## config.mk

```make
export PLATFORM = sky130hd
export DESIGN_NAME = transfer_ring_producer_unit
export DESIGN_NICKNAME = d
export VERILOG_FILES = /design/src/design/trp_pkg.sv /design/src/design/trp_in_stage.sv /design/src/design/trp_ring_state.sv /design/src/design/trp_out_stage.sv /design/src/design/transfer_ring_producer_unit.sv
export SDC_FILE = /design/constraint.sdc
export NUM_CORES = 1
export LEC_CHECK = 0
export BUFFER_PORTS_ARGS = -buffer_cell sky130_fd_sc_hd__clkbuf_2
export CORE_MARGIN = 2
export CORE_UTILIZATION = 59
export CTS_CLUSTER_DIAMETER = 200
export DETAILED_ROUTE_END_ITERATION = 10
export PLACE_DENSITY = 0.81
export SETUP_SLACK_MARGIN = 0.1
export SYNTH_ARGS = -nofsm -noshare
export SYNTH_HDL_FRONTEND = slang
export SYNTH_SLANG_ARGS = --single-unit
export TNS_END_PERCENT = 1
```

## constraint.sdc

```tcl
create_clock -name clock -period 10.2 [get_ports clock]
set_input_delay 0.51 -clock clock [delete_from_list [all_inputs] [get_ports clock]]
set_output_delay 0.51 -clock clock [all_outputs]
set_load 0.005 [all_outputs]
```

## src/design/trp_pkg.sv

```systemverilog
// Shared types and constants of the transfer ring producer.
`timescale 1ns / 1ps
`default_nettype none

package trp_pkg;

   localparam int unsigned MAX_ENTRIES = 256;
   localparam int unsigned RING_CAP = (MAX_ENTRIES > 256) ? 256 : MAX_ENTRIES;
   localparam logic [8:0] RING_LENGTH_MAX = 9'(RING_CAP);
   localparam logic [8:0] RING_LENGTH_MIN = 9'd2;
   localparam logic [8:0] RING_LENGTH_RESET = 9'd256;

   typedef enum logic [1:0] {
      CMD_COMMIT      = 2'd0,
      CMD_SET_DEQUEUE = 2'd1,
      CMD_STATUS      = 2'd2,
      CMD_RESERVED    = 2'd3
   } command_type;

   typedef struct packed {
      command_type command;
      logic        chain_bit;
      logic [7:0]  new_dequeue;
   } request_type;

   typedef struct packed {
      logic       write_valid;
      logic [7:0] write_index;
      logic       link_written;
      logic       link_chain;
      logic       link_cycle;
      logic [7:0] enqueue_index;
      logic       cycle_state;
      logic       ring_full;
      logic [7:0] free_count;
      logic       error;
   } result_type;

endpackage

`default_nettype wire

```

## src/design/trp_in_stage.sv

```systemverilog
// Input register that holds one request transaction until it is processed.
`timescale 1ns / 1ps
`default_nettype none

module trp_in_stage (
   input  wire logic                clock,
   input  wire logic                reset,
   input  wire logic                req_valid,
   output logic                     req_stall,
   input  wire trp_pkg::request_type req_item,
   input  wire logic                advance,
   output logic                     item_valid,
   output trp_pkg::request_type     item
);
   import trp_pkg::*;

   logic        valid_ff;
   logic        valid_in;
   request_type item_ff;
   logic        load;

   assign req_stall  = valid_ff && !advance;
   assign load       = !req_stall;
   assign valid_in   = load ? req_valid : valid_ff;
   assign item_valid = valid_ff;
   assign item       = item_ff;

   always_ff @(posedge clock) begin
      if (reset) begin
         valid_ff <= 1'b0;
      end else begin
         valid_ff <= valid_in;
      end
   end

   always_ff @(posedge clock) begin
      if (load && req_valid) begin
         item_ff <= req_item;
      end
   end

endmodule

`default_nettype wire

```

## src/design/trp_ring_state.sv

```systemverilog
// Ring state registers and the single-pass update for one request.
`timescale 1ns / 1ps
`default_nettype none

module trp_ring_state (
   input  wire logic                 clock,
   input  wire logic                 reset,
   input  wire logic                 step,
   input  wire trp_pkg::request_type item,
   input  wire logic                 cfg_we,
   input  wire logic [8:0]           cfg_length,
   output trp_pkg::result_type       result
);
   import trp_pkg::*;

   logic [8:0] length_ff;
   logic [7:0] enq_ff, enq_in;
   logic [7:0] deq_ff, deq_in;
   logic       cycle_ff, cycle_in;
   logic       full_ff, full_in;

   logic [8:0] length_eff;
   logic [7:0] usable;
   logic [8:0] enq_next;
   logic [8:0] busy;

   always_comb begin
      if (length_ff < RING_LENGTH_MIN) begin
         length_eff = RING_LENGTH_MIN;
      end else if (length_ff > RING_LENGTH_MAX) begin
         length_eff = RING_LENGTH_MAX;
      end else begin
         length_eff = length_ff;
      end
   end

   assign usable   = 8'(length_eff - 9'd1);
   assign enq_next = {1'b0, enq_ff} + 9'd1;

   always_comb begin
      enq_in   = enq_ff;
      deq_in   = deq_ff;
      cycle_in = cycle_ff;
      full_in  = full_ff;
      result   = '0;
      unique case (item.command)
         CMD_COMMIT: begin
            if (full_ff) begin
               result.error = 1'b1;
            end else begin
               result.write_index = enq_ff;
               result.write_valid = cycle_ff;
               if (enq_next >= {1'b0, usable}) begin
                  result.link_written = 1'b1;
                  result.link_chain   = item.chain_bit;
                  result.link_cycle   = cycle_ff;
                  cycle_in            = !cycle_ff;
                  enq_in              = 8'd0;
               end else begin
                  enq_in = enq_next[7:0];
               end
               full_in = (enq_in == deq_ff);
            end
         end
         CMD_SET_DEQUEUE: begin
            if (item.new_dequeue >= usable) begin
               result.error = 1'b1;
            end else begin
               deq_in  = item.new_dequeue;
               full_in = 1'b0;
            end
         end
         CMD_STATUS: begin
         end
         CMD_RESERVED: begin
            result.error = 1'b1;
         end
         default: begin
            result.error = 1'b1;
         end
      endcase

      if (enq_in >= deq_in) begin
         busy = {1'b0, enq_in} - {1'b0, deq_in};
      end else begin
         busy = {1'b0, enq_in} + {1'b0, usable} - {1'b0, deq_in};
      end
      result.enqueue_index = enq_in;
      result.cycle_state   = cycle_in;
      result.ring_full     = full_in;
      result.free_count    = full_in ? 8'd0 : 8'({1'b0, usable} - busy);
   end

   always_ff @(posedge clock) begin
      if (reset) begin
         length_ff <= RING_LENGTH_RESET;
         enq_ff    <= 8'd0;
         deq_ff    <= 8'd0;
         cycle_ff  <= 1'b1;
         full_ff   <= 1'b0;
      end else if (cfg_we) begin
         length_ff <= cfg_length;
         enq_ff    <= 8'd0;
         deq_ff    <= 8'd0;
         cycle_ff  <= 1'b1;
         full_ff   <= 1'b0;
      end else if (step) begin
         enq_ff   <= enq_in;
         deq_ff   <= deq_in;
         cycle_ff <= cycle_in;
         full_ff  <= full_in;
      end
   end

   a_enq_in_ring : assert property (@(posedge clock) disable iff (reset)
      enq_ff < usable)
      else $error("Enqueue position lies outside the ring.");

   a_deq_in_ring : assert property (@(posedge clock) disable iff (reset)
      deq_ff < usable)
      else $error("Dequeue position lies outside the ring.");

   a_full_meets : assert property (@(posedge clock) disable iff (reset)
      full_ff |-> (enq_ff == deq_ff))
      else $error("Ring is full while enqueue and dequeue differ.");

   a_cycle_toggle : assert property (@(posedge clock) disable iff (reset)
      (step && !cfg_we && !result.link_written) |=> $stable(cycle_ff))
      else $error("Cycle state changed without a link write.");

endmodule

`default_nettype wire

```

## src/design/trp_out_stage.sv

```systemverilog
// Result register that holds one response transaction until it is taken.
`timescale 1ns / 1ps
`default_nettype none

module trp_out_stage (
   input  wire logic                clock,
   input  wire logic                reset,
   input  wire logic                fire,
   input  wire trp_pkg::result_type result,
   output logic                     advance,
   input  wire logic                rsp_stall,
   output logic                     rsp_valid,
   output trp_pkg::result_type      rsp_item
);
   import trp_pkg::*;

   logic       valid_ff;
   logic       valid_in;
   result_type item_ff;

   assign advance   = !valid_ff || !rsp_stall;
   assign valid_in  = advance ? fire : valid_ff;
   assign rsp_valid = valid_ff;
   assign rsp_item  = item_ff;

   always_ff @(posedge clock) begin
      if (reset) begin
         valid_ff <= 1'b0;
      end else begin
         valid_ff <= valid_in;
      end
   end

   always_ff @(posedge clock) begin
      if (fire) begin
         item_ff <= result;
      end
   end

endmodule

`default_nettype wire

```

## src/design/transfer_ring_producer_unit.sv

```systemverilog
// Top level of the transfer ring producer with request, response and CSR ports.
`timescale 1ns / 1ps
`default_nettype none

// The unit accepts one request transaction per clock cycle unless req_stall is
// raised: the request is captured in an input register, the ring update is
// done in one pass of logic, and the response is held in a result register
// until the consumer takes it. A request is taken while an earlier response
// still waits, so only a stalled response with a second request behind it
// holds off new requests. The ring length register is written through the CSR
// port only while no transaction is in flight, and each write returns the
// ring to its reset state.
module transfer_ring_producer_unit (
   input  wire logic       clock,
   input  wire logic       reset,
   input  wire logic       req_valid,
   output logic            req_stall,
   input  wire logic [1:0] req_command,
   input  wire logic       req_chain_bit,
   input  wire logic [7:0] req_new_dequeue,
   output logic            rsp_valid,
   input  wire logic       rsp_stall,
   output logic            rsp_write_valid,
   output logic [7:0]      rsp_write_index,
   output logic            rsp_link_written,
   output logic            rsp_link_chain,
   output logic            rsp_link_cycle,
   output logic [7:0]      rsp_enqueue_index,
   output logic            rsp_cycle_state,
   output logic            rsp_ring_full,
   output logic [7:0]      rsp_free_count,
   output logic            rsp_error,
   input  wire logic       csr_valid,
   output logic            csr_ready,
   input  wire logic [8:0] csr_ring_length
);
   import trp_pkg::*;

   request_type req_item;
   request_type item;
   logic        item_valid;
   logic        advance;
   logic        fire;
   logic        cfg_we;
   result_type  result;
   result_type  rsp_item;

   assign req_item.command     = command_type'(req_command);
   assign req_item.chain_bit   = req_chain_bit;
   assign req_item.new_dequeue = req_new_dequeue;

   assign fire      = item_valid && advance;
   assign csr_ready = !item_valid && !rsp_valid;
   assign cfg_we    = csr_valid && csr_ready;

   trp_in_stage u_in_stage (
      .clock      (clock),
      .reset      (reset),
      .req_valid  (req_valid),
      .req_stall  (req_stall),
      .req_item   (req_item),
      .advance    (advance),
      .item_valid (item_valid),
      .item       (item)
   );

   trp_ring_state u_ring_state (
      .clock      (clock),
      .reset      (reset),
      .step       (fire),
      .item       (item),
      .cfg_we     (cfg_we),
      .cfg_length (csr_ring_length),
      .result     (result)
   );

   trp_out_stage u_out_stage (
      .clock     (clock),
      .reset     (reset),
      .fire      (fire),
      .result    (result),
      .advance   (advance),
      .rsp_stall (rsp_stall),
      .rsp_valid (rsp_valid),
      .rsp_item  (rsp_item)
   );

   assign rsp_write_valid   = rsp_item.write_valid;
   assign rsp_write_index   = rsp_item.write_index;
   assign rsp_link_written  = rsp_item.link_written;
   assign rsp_link_chain    = rsp_item.link_chain;
   assign rsp_link_cycle    = rsp_item.link_cycle;
   assign rsp_enqueue_index = rsp_item.enqueue_index;
   assign rsp_cycle_state   = rsp_item.cycle_state;
   assign rsp_ring_full     = rsp_item.ring_full;
   assign rsp_free_count    = rsp_item.free_count;
   assign rsp_error         = rsp_item.error;

endmodule

`default_nettype wire

```

==> flow_summary_export.csv, run 1 <==
group,metric,value,unit
floorplanning,start_util,61.1,%
detailed_routing,drc,0,
clocking,cts_buffers,9,
timing,setup_viol,0,
synthesis,syn_area_per_cell,9.44,µm²
setup_path,crit_required,10.43,ns
clocking,clk_pin_slew,0.08,ns
cells_and_area,area_growth,12.1,%
synthesis,yosysMostFrequentCell,"nor2_1",
setup_path,crit_buf_inv,3,
setup_path,startpoint_type,"flip-flop",
synthesis,yosysTopAreaCell,"edfxtp_1",
place,dpl.hpwl,8260,µm
timing,grt_setup_unrepaired,"no",
timing,tns,0,ns
synthesis,ys_seq_area_share,38.8,%
detailed_routing,vias_per_cell,5.91,
setup_path,ff2ff_setup_slack,0.97,ns
hold_path,worstHoldEndpoint,"u_in_stage.item[4]",
synthesis,synth_top_area_share,26.6,%
floorplanning,design.die.area,0.00878,mm²
timing,fin_skew,0.0104,ns
run_status,outcome,"finished clean",
clocking,cts.htree.levels,3,
floorplanning,std_cell_rows,32,
clocking,clkLatencyLatePin,0.37,ns
timing,min_period_over_period,90.4,%
setup_path,crit_fanout,11,
job,max_cap_viol_count,0,
setup_path,crit_arrival,9.46,ns
timing,max-slew-margin-rel,40.6,%
clocking,cts_hold_buffers,0,
timing,final_max_slew_viol_count,0,
detailed_routing,avgRoutedWirePerCell,16.6,µm
place,dpl_cell_area,0.00513,mm²
detailed_routing,via_count,3931,
detailed_routing,drt_iter0_markers,272,
detailed_routing,ant_nets,0,
timing,period_minus_slack,9.23,ns
global_routing,grt_pass1_wl,17900,µm
clocking,cts_max_path_buffers,2,
floorplanning,core_area,0.00777,mm²
synthesis,ys.flop_type,"edfxtp_1",
cells_and_area,fin_nets,630,
detailed_routing,firstDrtPassIters,5,
place,gp_congestion,0.946,
floorplanning,die_w,93.7,µm
power_and_ir_drop,peakVddDrop,0.0822,mV
setup_path,end_kind,"flip-flop",
global_routing,grt_start_max_net_pins,65,
hold_path,min_path_cells,1,
clocking,cts_resized,0,
timing,max_freq,108,MHz
cells_and_area,final_layout_size_suffix_gt1_share,17.4,%
power_and_ir_drop,p_leak,2.40,nW
global_routing,grt_pass1_vias,3677,
timing,fin_hold_ws,0.316,ns
setup_path,r2r-start,"u_ring_state.length_ff[2]",
global_routing,grtUsageTotal,26.8,%
hold_path,hp-class,"primary input to flip-flop",
synthesis,synthTopCellsByCount,"57 x nor2_1, 49 x nand2_1, 42 x edfxtp_1, 39 x ha_1, 34 x inv_1",
timing,tightest_slew,0.891,ns
place,port_buffers,58,
synthesis,synth_cell_type_count,66,
cells_and_area,insertedDiodeCount,0,
detailed_routing,wl,11000,µm
hold_path,hold_start,"req_new_dequeue[4]",
setup_path,rr_worst_depth,38,
synthesis,synthesis.nets,575,
global_routing,overflow,0,
power_and_ir_drop,total_power,1.03,mW
synthesis,synth_area,0.00475,mm²
clocking,tritoncts,"built",
floorplanning,die-height,93.7,µm
setup_path,slowest_stage,"a21oi_1",
floorplanning,ioPinCount,59,
setup_path,max_stage_delay,0.70,ns
clocking,post_cts_buffers,0,
setup_path,worst_r2r_endpoint,"u_out_stage.rsp_item[8]",
synthesis,ys_seq_elements,71,
power_and_ir_drop,power.density,193,mW/mm²
synthesis,yosysWarningCount,0,
synthesis,synthTopCellsByArea,"edfxtp_1 27%, dfxtp_1 12%, ha_1 10%, nor2_1 4.5%, nand2_1 3.9%",
cells_and_area,final_cell_area,0.00533,mm²
setup_path,path_class,"flip-flop to flip-flop",
synthesis,synthArstFlopShare,0,%
synthesis,synth_cells,503,
synthesis,synth_enable_flop_cells,42,
clocking,clock-sinks,71,
timing,hold_viol,0,
setup_path,critical_path.top_delay_family,"simple AND/OR/NAND/NOR gates",
global_routing,antenna_found_initial,0,
clocking,cts-root-buf,"clkbuf_8",
## metrics by stage
stage	worst slack, ns	instances	util (%)
2_1_floorplan	2.66	503	-
3_3_place_gp	1.73	649	66.0
3_5_place_dp	1.16	649	66.0
4_1_cts	1.10	665	68.6
5_1_grt	0.302	665	68.6
6_report	0.975	665	68.6
## flip-flops by register name (all words and copies together), names as in the netlist
name / count
u_out_stage.rsp_valid: 1
u_ring_state.cycle_ff: 1
u_ring_state.full_ff: 1
u_ring_state.deq_ff: 8
u_ring_state.length_ff: 9
u_in_stage.item: 11
u_out_stage.rsp_item: 31
u_in_stage.item_valid: 1
u_ring_state.enq_ff: 8
## layout make-up
| cell class | instances | area (µm²) |
|---|---|---|
| Multi-Input combinational cell | 381 | 2720 |
| Fill cell | 628 | 2440 |
| Sequential cell | 71 | 1840 |
| Timing Repair Buffer | 60 | 305 |
| Inverter | 35 | 131 |
| Tap cell | 102 | 128 |
| Clock buffer | 9 | 124 |
| Clock inverter | 7 | 72.6 |
## layout by cell type, fill, tap and decap left out, drive strengths merged, types with 2 or more instances in the layout
| cell | synthesis | routed |
|---|---|---|
| nor2 | 57 | 57 |
| nor3b | 3 | 3 |
| nand2 | 50 | 50 |
| o21bai | 3 | 3 |
| o21a | 3 | 3 |
| a2111oi | 2 | 2 |
| a211oi | 15 | 15 |
| o31ai | 3 | 3 |
| a21boi | 3 | 3 |
| inv | 34 | 35 |
| mux2 | 3 | 3 |
| nand2b | 5 | 5 |
| a31o | 2 | 2 |
| dfxtp | 29 | 29 |
| a31oi | 4 | 4 |
| o21ai | 19 | 19 |
| a22oi | 2 | 2 |
| nand4 | 2 | 2 |
| ha | 39 | 39 |
| xnor2 | 20 | 20 |
| a21o | 11 | 11 |
| xor2 | 11 | 11 |
| clkinvlp | 0 | 2 |
| nor3 | 7 | 7 |
| a21oi | 29 | 29 |
| clkinv | 1 | 4 |
| mux2i | 10 | 10 |
| or3b | 2 | 2 |
| and2 | 15 | 15 |
| buf | 4 | 2 |
| nand3 | 9 | 9 |
| nand3b | 6 | 6 |
| fa | 8 | 8 |
| clkbuf | 12 | 67 |
| edfxtp | 42 | 42 |
| a211o | 3 | 3 |
| or2 | 4 | 4 |
| and3 | 9 | 9 |
| or3 | 2 | 2 |
| nor2b | 5 | 5 |
## routing by layer
metal / up-vias / GRT usage (%) / part of all wire [%]
met4: 0 / 14.7 / 4.5
met3: 38 / 5.14 / 7.0
li1: 1895 / - / -
met1: 1823 / 34.0 / 42
met5: - / 0 / 0
met2: 175 / 43.2 / 47
## kinds of logic (layout without fill, tap and decap cells)
| logic type | after synthesis | after routing | synth area share, % |
|---|---|---|---|
| buffers and inverters | 51 | 111 | 4.11 |
| AO/OA/AOI/OAI | 108 | 108 | 15.5 |
| multiplexers | 13 | 13 | 2.90 |
| AND/OR/NAND/NOR | 180 | 180 | 18.6 |
| flip-flops | 71 | 71 | 38.8 |
| adder cells (fa/ha/maj) | 48 | 48 | 13.9 |
| XOR/XNOR | 32 | 32 | 6.19 |
## how the worst max path moves through the flow
stage	startpoint	endpoint	depth (start not counted)
2_1_floorplan	u_ring_state.length_ff[2]	u_out_stage.rsp_item[8]	40
3_3_place_gp	u_ring_state.length_ff[2]	u_out_stage.rsp_item[8]	38
3_5_place_dp	u_ring_state.length_ff[2]	u_out_stage.rsp_item[8]	38
4_1_cts	u_ring_state.length_ff[2]	u_out_stage.rsp_item[8]	38
5_1_grt	u_ring_state.length_ff[2]	u_out_stage.rsp_item[8]	38
6_report	u_ring_state.length_ff[2]	u_out_stage.rsp_item[8]	38
## power by group
group	internal [mW]	switching (mW)
clock	0.113	0.115
sequential	0.345	0.0147
combinational	0.204	0.237
No activity file was read; power rests on OpenSTA's default activity.
==> run 2: changes to the inputs <==
--- a/config.mk
+++ b/config.mk
@@ -11,6 +11,7 @@
 export CTS_CLUSTER_DIAMETER = 200
 export DETAILED_ROUTE_END_ITERATION = 10
 export PLACE_DENSITY = 0.81
+export RECOVER_POWER = 25
 export SETUP_SLACK_MARGIN = 0.1
 export SYNTH_ARGS = -nofsm -noshare
 export SYNTH_HDL_FRONTEND = slang
==> flow_summary_export.csv, run 2 (same netlist as run 1, synthesis figures left out) <==
group,metric,value,unit
power_and_ir_drop,p_leak,2.40,nW
setup_path,end_kind,"flip-flop",
setup_path,max_stage_delay,0.69,ns
cells_and_area,area_growth,12.1,%
detailed_routing,drt_iter0_markers,271,
power_and_ir_drop,net-switching-power,0.366,mW
setup_path,crit_fanout,11,
cells_and_area,final_cell_mix,"57 x nor2_1, 56 x clkbuf_2, 49 x nand2_1",
floorplanning,die-height,93.7,µm
power_and_ir_drop,total_power,1.03,mW
floorplanning,std_cell_rows,32,
timing,tns,0,ns
hold_path,hp-class,"primary input to flip-flop",
detailed_routing,avgRoutedWirePerCell,16.6,µm
floorplanning,die_w,93.7,µm
power_and_ir_drop,seqPwrFrac,35.0,%
detailed_routing,drc,0,
floorplanning,ioPinCount,59,
timing,tightest_slew,0.888,ns
cells_and_area,fin_nets,630,
clocking,cts_resized,0,
cells_and_area,nFillCells,626,
floorplanning,start_util,61.1,%
detailed_routing,vias_per_cell,5.93,
global_routing,overflow,0,
timing,max_freq,108,MHz
setup_path,slowest_stage,"a21oi_1",
clocking,cts_hold_buffers,0,
power_and_ir_drop,netSwitchingFraction,35.6,%
timing,hold_viol,0,
power_and_ir_drop,power.density,193,mW/mm²
timing,min_period_over_period,90.4,%
floorplanning,core_area,0.00777,mm²
setup_path,startpoint_type,"flip-flop",
clocking,clkLatencyLatePin,0.36,ns
place,gp_congestion,0.946,
cells_and_area,final_common_cell,"nor2_1",
clocking,clock-sinks,71,
cells_and_area,largest_register_ffs,31,
global_routing,antenna_found_initial,0,
clocking,tritoncts,"built",
clocking,clk_pin_slew,0.08,ns
global_routing,grt_pass1_vias,3677,
clocking,cts_max_path_buffers,2,
setup_path,crit_arrival,9.46,ns
global_routing,grtUsageTotal,26.8,%
place,dpl.hpwl,8260,µm
timing,fin_skew,0.0104,ns
place,port_buffers,58,
timing,final_max_slew_viol_count,0,
clocking,cts_buffers,9,
clocking,cts-root-buf,"clkbuf_8",
detailed_routing,via_count,3943,
timing,grt_setup_unrepaired,"no",
timing,setup_viol,0,
timing,period_minus_slack,9.23,ns
power_and_ir_drop,internal_power,0.662,mW
clocking,cts.htree.levels,3,
cells_and_area,final_layout_size_suffix_gt1_share,17.1,%
power_and_ir_drop,power_frac_clock,22.2,%
job,max_cap_viol_count,0,
place,pre_cts_slack,1.16,ns
global_routing,grt_start_max_net_pins,65,
detailed_routing,ant_nets,0,
detailed_routing,firstDrtPassIters,5,
floorplanning,design.die.area,0.00878,mm²
run_status,outcome,"finished clean",
clocking,post_cts_buffers,0,
timing,max-slew-margin-rel,40.8,%
setup_path,path_class,"flip-flop to flip-flop",
detailed_routing,wl,11000,µm
power_and_ir_drop,peakVddDrop,0.0822,mV
timing,setup_ws,0.974,ns
cells_and_area,insertedDiodeCount,0,
setup_path,crit_required,10.43,ns
power_and_ir_drop,combPwrFrac,42.8,%
global_routing,grt_pass1_wl,17900,µm
-- run 2: cell types whose count changed in the layout (fill, tap and decap cells not counted) --
| cell | change |
|---|---|
| and2_0 | +2 |
| and2_1 | -2 |
| clkbuf_1 | +2 |
| clkbuf_2 | -2 |
-- run 2: final cells by class --
type                            count  area, µm²  share of cell area, %
Timing Repair Buffer               60        303                   5.69
Inverter                           35        131                   2.47
Clock buffer                        9        124                   2.33
Sequential cell                    71       1840                   34.6
Tap cell                          102        128                   2.40
Clock inverter                      7       72.6                   1.36
Multi-Input combinational cell    381       2720                   51.2
-- run 2: worst paths after layout --
check	start	endpoint	slack, ns	depth (start not counted)
min	req_new_dequeue[4]	u_in_stage.item[4]	0.32	1
max reg2reg	u_ring_state.length_ff[2]	u_out_stage.rsp_item[8]	0.97	38
max	u_ring_state.length_ff[2]	u_out_stage.rsp_item[8]	0.97	38
min reg2reg	u_ring_state.length_ff[4]	u_ring_state.length_ff[4]	0.49	2
-- run 2: metrics by stage --
stage | cells | hold WS (ns) | area, µm² | util [%]
2_1_floorplan | 503 | 0.459 | 4750 | -
3_3_place_gp | 649 | 0.475 | 5130 | 66.0
3_5_place_dp | 649 | 0.483 | 5130 | 66.0
4_1_cts | 665 | 0.309 | 5330 | 68.6
5_1_grt | 665 | 0.308 | 5320 | 68.5
6_report | 665 | 0.317 | 5320 | 68.5
-- run 2: routing by layer --
| metal | vias up | part of all wire (%) | routed length, µm | global-route usage (%) |
|---|---|---|---|---|
| li1 | 1895 | - | - | - |
| met1 | 1839 | 42 | 4630 | 34.0 |
| met2 | 172 | 47 | 5160 | 43.2 |
| met3 | 37 | 6.7 | 734 | 5.14 |
| met4 | 0 | 4.4 | 489 | 14.7 |
| met5 | - | 0 | 0 | 0 |
-- run 2: critical path, delay by kind of cell, from the launching register on --
kind	cells	cell delay (ns)
DFF	1	0.36
buffers and inverters	3	0.35
adders and majority gates	5	1.57
xor gates and xnor gates	1	0.10
muxes	1	0.36
AOI/OAI and AO/OA	13	3.12
and+or+nand+nor	15	3.21
-- run 2: power groups by stage --
stage               logic [mW]  clock network [mW]  registers (mW)
finish                   0.440               0.228           0.359
global placement         0.418                   0           0.365
detailed placement       0.434                   0           0.366
CTS                      0.437               0.230           0.359
global route             0.497               0.242           0.363
floorplan                0.338                   0           0.364
==> run 3: changes to the inputs <==
--- a/config.mk
+++ b/config.mk
@@ -10,7 +10,7 @@
 export CORE_UTILIZATION = 59
 export CTS_CLUSTER_DIAMETER = 200
 export DETAILED_ROUTE_END_ITERATION = 10
-export PLACE_DENSITY = 0.81
+export PLACE_DENSITY_LB_ADDON = 0.12
 export RECOVER_POWER = 25
 export SETUP_SLACK_MARGIN = 0.1
 export SYNTH_ARGS = -nofsm -noshare
==> flow_summary_export.csv, run 3 (same netlist as run 1, synthesis figures left out) <==
group,metric,value,unit
run_status,outcome,"finished clean",
hold_path,hp-class,"primary input to flip-flop",
global_routing,overflow,0,
hold_path,hold_start,"req_new_dequeue[4]",
detailed_routing,wl_met1,4930,µm
power_and_ir_drop,p_leak,2.38,nW
cells_and_area,final_layout_size_suffix_gt1_share,16.2,%
detailed_routing,highest_layer,"met4",
floorplanning,start_util,61.1,%
cells_and_area,largest_register_ffs,31,
timing,grt_setup_unrepaired,"no",
setup_path,startpoint_type,"flip-flop",
detailed_routing,ant_nets,0,
floorplanning,die-height,93.7,µm
clocking,clk_pin_slew,0.08,ns
cells_and_area,insertedDiodeCount,0,
setup_path,crit_required,10.42,ns
clocking,cts_hold_buffers,0,
timing,fin_hold_ws,0.331,ns
global_routing,grt_pass1_wl,17900,µm
timing,fin_skew,0.0163,ns
clocking,cts_max_path_buffers,2,
detailed_routing,wl_met3,537,µm
floorplanning,die_w,93.7,µm
global_routing,grt_pass1_vias,3719,
timing,setup_ws,1.11,ns
clocking,tritoncts,"built",
setup_path,slowest_stage,"a21oi_1",
setup_path,max_stage_delay,0.66,ns
hold_path,worstHoldEndpoint,"u_in_stage.item[4]",
detailed_routing,wl,10700,µm
setup_path,crit_arrival,9.31,ns
place,dpl.hpwl,8170,µm
clocking,cts_resized,0,
floorplanning,ioPinCount,59,
timing,min_period_over_period,89.1,%
setup_path,crit_top_cell,"a21oi_1",
clocking,cts-root-buf,"clkbuf_8",
cells_and_area,instances_no_fill,665,
timing,tightest_slew,0.852,ns
place,port_buffers,58,
setup_path,rr_worst_depth,38,
floorplanning,design.die.area,0.00878,mm²
setup_path,r2r-start,"u_ring_state.length_ff[2]",
setup_path,crit_fanout,11,
detailed_routing,drc,0,
hold_path,min_path_cells,1,
cells_and_area,final_common_cell,"nor2_1",
detailed_routing,drt_iter0_markers,146,
timing,final_max_slew_viol_count,0,
clocking,cts.htree.levels,3,
cells_and_area,area_growth,11.9,%
timing,period_minus_slack,9.09,ns
setup_path,worst_r2r_endpoint,"u_out_stage.rsp_item[8]",
timing,setup_viol,0,
place,gp_congestion,0.928,
global_routing,antenna_found_initial,0,
detailed_routing,firstDrtPassIters,4,
global_routing,grt_start_max_net_pins,65,
timing,hold_viol,0,
floorplanning,std_cell_rows,32,
global_routing,grtUsageTotal,26.4,%
cells_and_area,final_cell_mix,"57 x nor2_1, 54 x clkbuf_2, 49 x nand2_1",
setup_path,ff2ff_setup_slack,1.11,ns
detailed_routing,wl_met2,4940,µm
detailed_routing,avgRoutedWirePerCell,16.1,µm
detailed_routing,via_count,3812,
power_and_ir_drop,power.density,191,mW/mm²
clocking,post_cts_buffers,0,
timing,max_freq,110,MHz
detailed_routing,vias_per_cell,5.73,
clocking,clock-sinks,71,
timing,max-slew-margin-rel,43.2,%
clocking,cts_buffers,9,
setup_path,end_kind,"flip-flop",
floorplanning,core_area,0.00777,mm²
place,dp.cells,649,
clocking,clkLatencyLatePin,0.36,ns
timing,tns,0,ns
cells_and_area,fin_nets,630,
power_and_ir_drop,peakVddDrop,0.0992,mV
place,pre_cts_slack,1.26,ns
setup_path,path_class,"flip-flop to flip-flop",
job,max_cap_viol_count,0,
-- run 3: cell types whose count changed in the layout (fill, tap and decap cells not counted) --
| cell | previous run | this run |
|---|---|---|
| clkinv_2 | 2 | 0 |
| clkbuf_1 | 2 | 5 |
| clkinv_4 | 1 | 0 |
| clkbuf_2 | 56 | 54 |
| clkinv_1 | 1 | 2 |
| buf_1 | 0 | 1 |
-- run 3: critical path, delay by kind of cell (launching register included) --
| family | cells | cell delay (ns) |
|---|---|---|
| XOR/XNOR | 1 | 0.10 |
| buffers and inverters | 3 | 0.33 |
| AND/OR/NAND/NOR | 14 | 3.07 |
| multiplexers | 1 | 0.36 |
| AO/OA/AOI/OAI | 14 | 3.24 |
| adder cells (fa/ha/maj) | 5 | 1.46 |
| flip-flops | 1 | 0.36 |
-- run 3: per-stage QoR --
stage / util [%] / area (µm²) / power [mW]
floorplan: - / 4750 / 0.702
global placement: 66.0 / 5130 / 0.785
detailed placement: 66.0 / 5130 / 0.795
CTS: 68.5 / 5320 / 1.02
global route: 68.4 / 5310 / 1.09
finish: 68.4 / 5310 / 1.02
-- run 3: layer usage --
layer / global-route usage [%] / up-vias
li1: - / 1889
met1: 34.7 / 1784
met2: 43.2 / 111
met3: 5.38 / 28
met4: 10.0 / 0
met5: 0 / -
-- run 3: report_power, final --
group | internal (mW) | total, mW | switching, mW
sequential | 0.345 | 0.361 | 0.0158
combinational | 0.202 | 0.431 | 0.229
clock | 0.113 | 0.224 | 0.111
total | 0.660 | 1.02 | 0.356
-- run 3: layout make-up --
type	instances	area, µm²
Clock buffer	11	131
Inverter	35	131
Tap cell	102	128
Sequential cell	71	1840
Clock inverter	5	57.6
Multi-Input combinational cell	381	2720
Fill cell	665	2450
Timing Repair Buffer	60	300
-- run 3: how the worst max path moves through the flow --
stage	startpoint	endpoint	slack (ns)	cells past startpoint
floorplan	u_ring_state.length_ff[2]	u_out_stage.rsp_item[8]	2.66	40
global placement	u_ring_state.length_ff[2]	u_out_stage.rsp_item[8]	1.70	38
detailed placement	u_ring_state.length_ff[2]	u_out_stage.rsp_item[8]	1.26	38
CTS	u_ring_state.length_ff[2]	u_out_stage.rsp_item[8]	1.20	38
global route	u_ring_state.length_ff[2]	u_out_stage.rsp_item[8]	0.26	38
finish	u_ring_state.length_ff[2]	u_out_stage.rsp_item[8]	1.11	38
